$ cat src/hdl/moacc_pkg.sv
// Shared constants for the multichannel oversampling accumulator.
package moacc_pkg;

    localparam int SAMPLE_W     = 10;
    localparam int FACTOR_W     = 13;
    localparam int VALUE_W      = 12;
    localparam int MV_W         = 15;
    localparam int CHAN_W       = 3;
    localparam int COUNT_W      = 32;
    localparam int LSB_DROP     = 2;
    localparam int FACTOR_SHIFT = 10;
    localparam int PROD_W       = VALUE_W + FACTOR_W;

    localparam logic [VALUE_W-1:0]  VALUE_MAX       = 12'd4095;
    localparam logic [FACTOR_W-1:0] MV_FACTOR_RESET = 13'd743;

    localparam int NUM_CH_DEF  = 8;
    localparam int PASSES_DEF  = 16;
    localparam int QUEUE_DEPTH = 4;

endpackage

$ cat src/hdl/moacc_front.sv
// Front end: takes samples, tracks the mux pointer and pass count, and queues commands.
module moacc_front import moacc_pkg::*;
#(
    parameter int NUM_CH = NUM_CH_DEF,
    parameter int PASSES = PASSES_DEF
)
(
    input  logic                                    clk,
    input  logic                                    rst_n,
    input  logic                                    in_valid,
    output logic                                    in_stall,
    input  logic [SAMPLE_W-1:0]                     raw_sample,
    input  logic                                    q_full,
    output logic                                    q_push,
    output logic [SAMPLE_W+$clog2(NUM_CH):0]        q_data
);

    localparam int CH_W   = $clog2(NUM_CH);
    localparam int PASS_W = $clog2(PASSES);

    localparam logic [CH_W-1:0]   LAST_CH   = CH_W'(NUM_CH - 1);
    localparam logic [CH_W-1:0]   PTR_RESET = CH_W'(1 % NUM_CH);
    localparam logic [PASS_W-1:0] LAST_PASS = PASS_W'(PASSES - 1);

    logic [CH_W-1:0]   ptr_reg;
    logic [CH_W-1:0]   ptr_next;
    logic [PASS_W-1:0] pass_reg;
    logic [PASS_W-1:0] pass_next;
    logic [CH_W-1:0]   target;
    logic              wrap;
    logic              emit;
    logic              accept;

    assign in_stall = q_full;
    assign accept   = in_valid & ~q_full;
    assign q_push   = accept;

    assign wrap   = (ptr_reg == '0);
    assign target = wrap ? LAST_CH : ptr_reg - CH_W'(1);
    assign emit   = wrap && (pass_reg == LAST_PASS);
    assign q_data = {emit, target, raw_sample};

    always_comb
    begin
        ptr_next  = ptr_reg;
        pass_next = pass_reg;
        if (accept)
        begin
            ptr_next = (ptr_reg == LAST_CH) ? '0 : ptr_reg + CH_W'(1);
            if (wrap)
            begin
                pass_next = emit ? '0 : pass_reg + PASS_W'(1);
            end
        end
    end

    always_ff @(posedge clk or negedge rst_n)
    begin
        if (!rst_n)
        begin
            ptr_reg  <= PTR_RESET;
            pass_reg <= '0;
        end
        else
        begin
            ptr_reg  <= ptr_next;
            pass_reg <= pass_next;
        end
    end

endmodule

$ cat src/hdl/moacc_queue.sv
// Small command queue between the front end and the accumulator back end.
module moacc_queue import moacc_pkg::*;
#(
    parameter int DATA_W = 14,
    parameter int DEPTH  = QUEUE_DEPTH
)
(
    input  logic              clk,
    input  logic              rst_n,
    input  logic              push,
    input  logic [DATA_W-1:0] push_data,
    input  logic              pop,
    output logic [DATA_W-1:0] pop_data,
    output logic              full,
    output logic              empty
);

    localparam int PTR_W = $clog2(DEPTH);
    localparam int CNT_W = $clog2(DEPTH + 1);

    logic [DATA_W-1:0] slot_reg [DEPTH];
    logic [PTR_W-1:0]  wr_ptr_reg;
    logic [PTR_W-1:0]  rd_ptr_reg;
    logic [CNT_W-1:0]  cnt_reg;
    logic [CNT_W-1:0]  cnt_next;
    logic              do_push;
    logic              do_pop;

    assign full     = (cnt_reg == CNT_W'(DEPTH));
    assign empty    = (cnt_reg == '0);
    assign do_push  = push & ~full;
    assign do_pop   = pop & ~empty;
    assign pop_data = slot_reg[rd_ptr_reg];

    always_comb
    begin
        cnt_next = cnt_reg;
        if (do_push && !do_pop)
        begin
            cnt_next = cnt_reg + CNT_W'(1);
        end
        else if (do_pop && !do_push)
        begin
            cnt_next = cnt_reg - CNT_W'(1);
        end
    end

    always_ff @(posedge clk)
    begin
        if (do_push)
        begin
            slot_reg[wr_ptr_reg] <= push_data;
        end
    end

    always_ff @(posedge clk or negedge rst_n)
    begin
        if (!rst_n)
        begin
            wr_ptr_reg <= '0;
            rd_ptr_reg <= '0;
            cnt_reg    <= '0;
        end
        else
        begin
            cnt_reg <= cnt_next;
            if (do_push)
            begin
                wr_ptr_reg <= (wr_ptr_reg == PTR_W'(DEPTH - 1)) ? '0 : wr_ptr_reg + PTR_W'(1);
            end
            if (do_pop)
            begin
                rd_ptr_reg <= (rd_ptr_reg == PTR_W'(DEPTH - 1)) ? '0 : rd_ptr_reg + PTR_W'(1);
            end
        end
    end

endmodule

$ cat src/hdl/moacc_back.sv
// Back end: per-channel accumulators, set counter and the result burst sequencer.
module moacc_back import moacc_pkg::*;
#(
    parameter int NUM_CH = NUM_CH_DEF,
    parameter int PASSES = PASSES_DEF
)
(
    input  logic                                clk,
    input  logic                                rst_n,
    input  logic                                q_empty,
    input  logic [SAMPLE_W+$clog2(NUM_CH):0]    q_data,
    output logic                                q_pop,
    input  logic [FACTOR_W-1:0]                 mv_factor,
    output logic                                out_valid,
    input  logic                                out_stall,
    output logic [CHAN_W-1:0]                   channel,
    output logic [VALUE_W-1:0]                  value,
    output logic [MV_W-1:0]                     millivolts,
    output logic [COUNT_W-1:0]                  set_count,
    output logic                                last
);

    localparam int CH_W  = $clog2(NUM_CH);
    localparam int ACC_W = SAMPLE_W + $clog2(PASSES);
    localparam int SH_W  = ACC_W - LSB_DROP;
    localparam int EXT_W = (SH_W > VALUE_W) ? SH_W : VALUE_W;
    localparam int CHX_W = (CH_W > CHAN_W) ? CH_W : CHAN_W;

    localparam logic [CH_W-1:0] LAST_CH = CH_W'(NUM_CH - 1);

    typedef enum logic [3:0] {
        S_IDLE = 4'b0001,
        S_LOAD = 4'b0010,
        S_MUL  = 4'b0100,
        S_SEND = 4'b1000
    } state_t;

    state_t             state_reg;
    state_t             state_next;
    logic [ACC_W-1:0]   acc_reg [NUM_CH];
    logic [CH_W-1:0]    idx_reg;
    logic [COUNT_W-1:0] sets_reg;
    logic [VALUE_W-1:0] val_reg;
    logic [MV_W-1:0]    mv_reg;
    logic               out_valid_reg;
    logic [CHAN_W-1:0]  channel_reg;
    logic [VALUE_W-1:0] value_reg;
    logic [MV_W-1:0]    mv_out_reg;
    logic [COUNT_W-1:0] set_count_reg;
    logic               last_reg;

    logic               cmd_emit;
    logic [CH_W-1:0]    cmd_ch;
    logic [SAMPLE_W-1:0] cmd_sample;
    logic [CH_W-1:0]    addr;
    logic [ACC_W-1:0]   acc_rd;
    logic [ACC_W-1:0]   acc_sum;
    logic [SH_W-1:0]    shifted;
    logic [EXT_W-1:0]   shifted_ext;
    logic [VALUE_W-1:0] val_sat;
    logic [PROD_W-1:0]  product;
    logic [CHX_W-1:0]   idx_ext;
    logic               slot_free;
    logic               send;

    assign {cmd_emit, cmd_ch, cmd_sample} = q_data;

    assign q_pop   = (state_reg == S_IDLE) && !q_empty;
    assign addr    = (state_reg == S_IDLE) ? cmd_ch : idx_reg;
    assign acc_rd  = acc_reg[addr];
    assign acc_sum = acc_rd + ACC_W'(cmd_sample);

    assign shifted     = acc_rd[ACC_W-1:LSB_DROP];
    assign shifted_ext = EXT_W'(shifted);
    assign val_sat     = (shifted_ext > EXT_W'(VALUE_MAX)) ? VALUE_MAX
                                                          : shifted_ext[VALUE_W-1:0];

    assign product = PROD_W'(val_reg) * PROD_W'(mv_factor);
    assign idx_ext = CHX_W'(idx_reg);

    assign slot_free = !out_valid_reg || !out_stall;
    assign send      = (state_reg == S_SEND) && slot_free;

    always_comb
    begin
        state_next = state_reg;
        case (state_reg)
            S_IDLE:
            begin
                if (q_pop && cmd_emit)
                begin
                    state_next = S_LOAD;
                end
            end
            S_LOAD:
            begin
                state_next = S_MUL;
            end
            S_MUL:
            begin
                state_next = S_SEND;
            end
            S_SEND:
            begin
                if (slot_free)
                begin
                    state_next = (idx_reg == LAST_CH) ? S_IDLE : S_LOAD;
                end
            end
            default:
            begin
                state_next = S_IDLE;
            end
        endcase
    end

    always_ff @(posedge clk or negedge rst_n)
    begin
        if (!rst_n)
        begin
            state_reg     <= S_IDLE;
            idx_reg       <= '0;
            sets_reg      <= '0;
            out_valid_reg <= 1'b0;
            for (int i = 0; i < NUM_CH; i++)
            begin
                acc_reg[i] <= '0;
            end
        end
        else
        begin
            state_reg <= state_next;
            if (q_pop)
            begin
                acc_reg[cmd_ch] <= acc_sum;
                if (cmd_emit)
                begin
                    sets_reg <= sets_reg + COUNT_W'(1);
                    idx_reg  <= '0;
                end
            end
            if (state_reg == S_LOAD)
            begin
                acc_reg[idx_reg] <= '0;
            end
            if (send)
            begin
                out_valid_reg <= 1'b1;
                if (idx_reg != LAST_CH)
                begin
                    idx_reg <= idx_reg + CH_W'(1);
                end
            end
            else if (!out_stall)
            begin
                out_valid_reg <= 1'b0;
            end
        end
    end

    always_ff @(posedge clk)
    begin
        if (state_reg == S_LOAD)
        begin
            val_reg <= val_sat;
        end
        if (state_reg == S_MUL)
        begin
            mv_reg <= product[FACTOR_SHIFT +: MV_W];
        end
        if (send)
        begin
            channel_reg   <= idx_ext[CHAN_W-1:0];
            value_reg     <= val_reg;
            mv_out_reg    <= mv_reg;
            set_count_reg <= sets_reg;
            last_reg      <= (idx_reg == LAST_CH);
        end
    end

    assign out_valid  = out_valid_reg;
    assign channel    = channel_reg;
    assign value      = value_reg;
    assign millivolts = mv_out_reg;
    assign set_count  = set_count_reg;
    assign last       = last_reg;

endmodule

$ cat src/hdl/multichannel_oversampling_accumulator_top.sv
// Top level of the multichannel oversampling accumulator.
// The block takes one converter sample per cycle while its four-entry command queue has
// room. Outside a result burst the accumulator stage applies one queued sample per cycle to
// the channel before the mux pointer. The sample that closes the last pass of a set starts
// a result burst, taking each channel through accumulator read, scaling multiply and output
// register and held while the output stalls; samples keep entering the queue meanwhile and
// stall only once it fills. The accumulators are cleared directly by reset, with no
// clearing pass. The mv_factor register may be written at any time the block is idle.
module multichannel_oversampling_accumulator_top import moacc_pkg::*;
#(
    parameter int NUM_CH = NUM_CH_DEF,
    parameter int PASSES = PASSES_DEF
)
(
    input  logic                clk,
    input  logic                rst_n,
    input  logic                in_valid,
    output logic                in_stall,
    input  logic [SAMPLE_W-1:0] raw_sample,
    output logic                out_valid,
    input  logic                out_stall,
    output logic [CHAN_W-1:0]   channel,
    output logic [VALUE_W-1:0]  value,
    output logic [MV_W-1:0]     millivolts,
    output logic [COUNT_W-1:0]  set_count,
    output logic                last,
    input  logic                cfg_valid,
    output logic                cfg_ready,
    input  logic [FACTOR_W-1:0] cfg_data
);

    localparam int ENTRY_W = 1 + $clog2(NUM_CH) + SAMPLE_W;

    logic [FACTOR_W-1:0] mv_factor_reg;
    logic                q_push;
    logic                q_pop;
    logic                q_full;
    logic                q_empty;
    logic [ENTRY_W-1:0]  q_wr_data;
    logic [ENTRY_W-1:0]  q_rd_data;

    assign cfg_ready = 1'b1;

    always_ff @(posedge clk or negedge rst_n)
    begin
        if (!rst_n)
        begin
            mv_factor_reg <= MV_FACTOR_RESET;
        end
        else if (cfg_valid && cfg_ready)
        begin
            mv_factor_reg <= cfg_data;
        end
    end

    moacc_front #(
        .NUM_CH (NUM_CH),
        .PASSES (PASSES)
    ) u_front (
        .clk        (clk),
        .rst_n      (rst_n),
        .in_valid   (in_valid),
        .in_stall   (in_stall),
        .raw_sample (raw_sample),
        .q_full     (q_full),
        .q_push     (q_push),
        .q_data     (q_wr_data)
    );

    moacc_queue #(
        .DATA_W (ENTRY_W),
        .DEPTH  (QUEUE_DEPTH)
    ) u_queue (
        .clk       (clk),
        .rst_n     (rst_n),
        .push      (q_push),
        .push_data (q_wr_data),
        .pop       (q_pop),
        .pop_data  (q_rd_data),
        .full      (q_full),
        .empty     (q_empty)
    );

    moacc_back #(
        .NUM_CH (NUM_CH),
        .PASSES (PASSES)
    ) u_back (
        .clk        (clk),
        .rst_n      (rst_n),
        .q_empty    (q_empty),
        .q_data     (q_rd_data),
        .q_pop      (q_pop),
        .mv_factor  (mv_factor_reg),
        .out_valid  (out_valid),
        .out_stall  (out_stall),
        .channel    (channel),
        .value      (value),
        .millivolts (millivolts),
        .set_count  (set_count),
        .last       (last)
    );

endmodule
$ cat config.mk
export PLATFORM = sky130hd
export DESIGN_NAME = multichannel_oversampling_accumulator_top
export DESIGN_NICKNAME = d
export VERILOG_FILES = /design/src/hdl/moacc_pkg.sv /design/src/hdl/moacc_front.sv /design/src/hdl/moacc_queue.sv /design/src/hdl/moacc_back.sv /design/src/hdl/multichannel_oversampling_accumulator_top.sv
export SDC_FILE = /design/constraint.sdc
export NUM_CORES = 1
export LEC_CHECK = 0
export BUFFER_PORTS_ARGS = -buffer_cell sky130_fd_sc_hd__buf_2
export CAP_MARGIN = 10
export CORE_ASPECT_RATIO = 1.75
export CORE_MARGIN = 4
export CORE_UTILIZATION = 55
export DETAILED_ROUTE_END_ITERATION = 16
export PLACE_DENSITY_LB_ADDON = 0.05
export SYNTH_ARGS = -nofsm -noshare
export SYNTH_HDL_FRONTEND = slang
export SYNTH_SLANG_ARGS = --single-unit
$ cat constraint.sdc
create_clock -name clk -period 7.7 [get_ports clk]
set_input_delay 0.385 -clock clk [delete_from_list [all_inputs] [get_ports clk]]
set_output_delay 0.385 -clock clk [all_outputs]
set_load 0.02 [all_outputs]
==> metrics.md <==
| Metric | Value |
|---|---|
| Required time at the endpoint of the critical path | 8.06 ns |
| Cell count of the worst reg-to-reg path | 15 |
| Gr ovfl total | 0 |
| Overall routed net length | 45100 µm |
| Headroom to the max-slew limit | 0.230 |
| Post-Synth Adder-Cell Area | 0.175 |
| Run status | finished, final reports clean |
| Max-cap check violation count | 0 |
| Final setup fails | 0 |
| Multiplexer fraction of the synthesized cell area | 0.0390 |
| Number of synthesized register bits | around 330 |
| Horiz. Die Dim | 147 µm |
| Diode insertion count for antenna repair | 0 |
| Data arrival time of the critical path | between 6 and 7 ns |
| Final period utilization | 0.754 |
| Launching element type of the critical path | register |
| Total clock buffers created by CTS | 31 |
| Post-layout nets | a little over 2k |
| Per-instance average area after synthesis | 10.8 µm² |
| Commonest cells after routing, fill and taps aside | nand2_1, dfrtp_1, inv_1 |
| Dominant combinational cell family by area after synthesis | adder cells |
| Post-synthesis net count | 1958 |
| Via count of the routed design | about 13k |
| Initial antenna violation count | 0 |
| Slew at the pin closest to its max-slew limit | ~1.2 ns |
| Wire length of the first global-routing pass | 72300 µm |
| Max-slew violation count | 0 |
| Fin Clk Skew | 0.0346 ns |
| EDFF count, synth | 146 |
| Area fraction in and, or, nand and nor cells after synthesis | 0.169 |
| Deepest level of the CTS H-tree | 1 |
| Clk Tree Root Cell | clkbuf_16 |
| Number of distinct library cells after synthesis | 61 |
| Maximum number of pins on one net before global-route repair | 107 |
| Highest net fanout along the worst path | 14 |
| Fraction of synthesized cell area in xor and xnor cells | 0.0281 |
| Final Hold Violating Endpoints | 0 |
| Final Util | 0.616 |
| Largest register FFs | 112 |
| Total of warnings raised by yosys | 0 |
| Ratio of cells with drive above 1 in the final layout | 0.132 |
| Antenna-violating nets left | 0 |
| Most frequent standard cell in the layout excluding fill and tap cells | nand2_1 |
| Floorplan Core Area | 33600 µm² |
| Instance count along the most critical hold path | 1 |
| Die boundary height | approximately 250 µm |
| Floorplan die area | between 30000 and 40000 µm² |
| Syn Std Cell Area | 18700 µm² |
| Clock sink total | 325 |
| Worst hold-check path type | in -> reg |
| DRC violations left | 0 |
| Crit path setup slack, layout | approximately 1.9 ns |
| Post-synthesis sequential area ratio | 0.475 |
| Synthesized-area fraction occupied by ao, oa, aoi and oai cells | 0.0646 |
| Number of global-route vias before repair | 13.3k |
| Total global routing track utilization | 0.249 |
| Final TNS setup | 0 ns |
| TritonCTS clock tree | done |
| Standard-cell row count | 89 |
| Estimated wirelength of the detail-placed design | 32100 µm |
| Unrepaired setup endpoints after global routing | false |
| DR pass1 iterations | 8 |
| Routed wirelength normalized by instance count | 19.6 µm |
| Most used DFF post-synth | dfrtp_1 |
| Initial Utilization | 0.556 |
| Fraction of synthesis flops using an asynchronous set or reset pin | 0.551 |
| Layout overhead on the synthesized area | 10.9% |
| Shortest clock period the worst path allows after layout | 5.80 ns |
| Post-CTS setup buffers | 0 |
| Avg Vias per Cell | 5.59 |
| Clk slew on worst S/H paths | 0.06 ns |
| GPL Wtd Cong | between 0.8 and 0.9 |
| Source-to-sink clock delay at the later pin of the worst-skew pair | 0.61 ns |
| Number of instances in the synthesized netlist | approximately 1.7k |
| Number of top-level pins | 94 |
| Maximum clock rate | 172 MHz |
| Kind of critical path | reg -> reg |
| DRC violation total after the first TritonRoute iteration | 815 |
| Setup slack after placement | around 1.9 ns |
| Port bufs | 92 |
| Nature of the critical path endpoint | register |
| Maximum number of buffers from clock root to sink | 3 |
Yosys cell counts (all sizes together), types with 6 or more instances:
cell type	number	area, µm²
dfrtp	170	4250
ha	83	1040
nand2b	14	87.6
xor2	20	175
buf	13	85.1
a311oi	9	78.8
nor4	9	100
inv	156	586
a31o	19	166
and4	7	61.3
a21o	6	45.0
mux2	18	203
o21ai	28	140
dfstp	9	236
nand3b	8	60.1
and2	68	425
nor3	29	145
mux4	16	360
nand2	340	1280
xnor2	40	350
nor2b	9	56.3
nand3	50	250
nor2	103	387
clkbuf	67	253
mux2i	15	166
a211oi	11	82.6
fa	111	2220
and3	29	181
nand4	6	37.5
edfxtp	146	4380
a21oi	94	470
worst paths after layout:
| kind | slack, ns | startpoint | endpoint |
|---|---|---|---|
| setup / recovery | 1.90 | u_back.val_reg[11]$_SDFFCE_PN1P_ | u_back.mv_reg[14]$_DFFE_PP_ |
| hold / removal | 0.02 | raw_sample[3] | u_queue.slot_reg[3][3]$_DFFE_PP_ |
| setup reg to reg | 1.90 | u_back.val_reg[11]$_SDFFCE_PN1P_ | u_back.mv_reg[14]$_DFFE_PP_ |
| hold reg to reg | 0.42 | u_back.mv_reg[6]$_DFFE_PP_ | u_back.millivolts[6]$_DFFE_PP_ |
| max in group asynchronous | 5.59 | rst_n | u_back.acc_reg[18]$_DFF_PN0_ |
| min in group asynchronous | 0.48 | rst_n | u_back.acc_reg[93]$_DFF_PN0_ |
critical path, cell delays in order, from the launching register on:
cell	delay (ns)
edfxtp_1	0.58
and2_1	0.27
fa_1	0.50
fa_1	0.53
fa_1	0.53
fa_1	0.54
inv_1	0.05
fa_1	0.53
inv_1	0.05
ha_1	0.34
a2111oi_0	0.63
a211oi_1	0.28
nor2_1	0.22
o2111ai_1	0.21
a21oi_1	0.22
xnor2_1	0.08
kinds of logic after synthesis:
family                     Yosys count
other                                1
adders and majority gates          194
AOI/OAI and AO/OA                  189
muxes                               49
xor gates and xnor gates            60
DFF                                325
buffers and inverters              236
and+or+nand+nor                    682
repair_timing:
item,CTS,global route
hold buffers,15,0
hold endpoints to repair,130,0
gates resized for setup,0,0
layer usage:
metal,global-route usage,share of wire
met1,0.287,0.37
met2,0.459,0.54
met3,0.0271,0.042
met4,0.120,0.053
met5,0,0
metrics by stage:
stage	cell area (µm²)	hold WS, ns	instances
5_1_grt	20700	0.00577	2297
3_3_place_gp	19600	0.402	2224
3_5_place_dp	19600	0.406	2224
4_1_cts	20700	0.000289	2297
2_1_floorplan	18700	0.0894	1736
6_report	20700	0.0224	2297
cell type report:
class                   count  area (µm²)
well taps                 455         569
repair buffers            128         777
fillers                  2836       12900
clock inverters            17         146
multi-input cells        1175        8930
clock buffers              41         845
flip-flops and latches    325        8870
inverters                 156         586
Power is left out: the tool's default activity adds up to more than one toggle a clock period on the data nets, which glitch-free logic cannot reach.
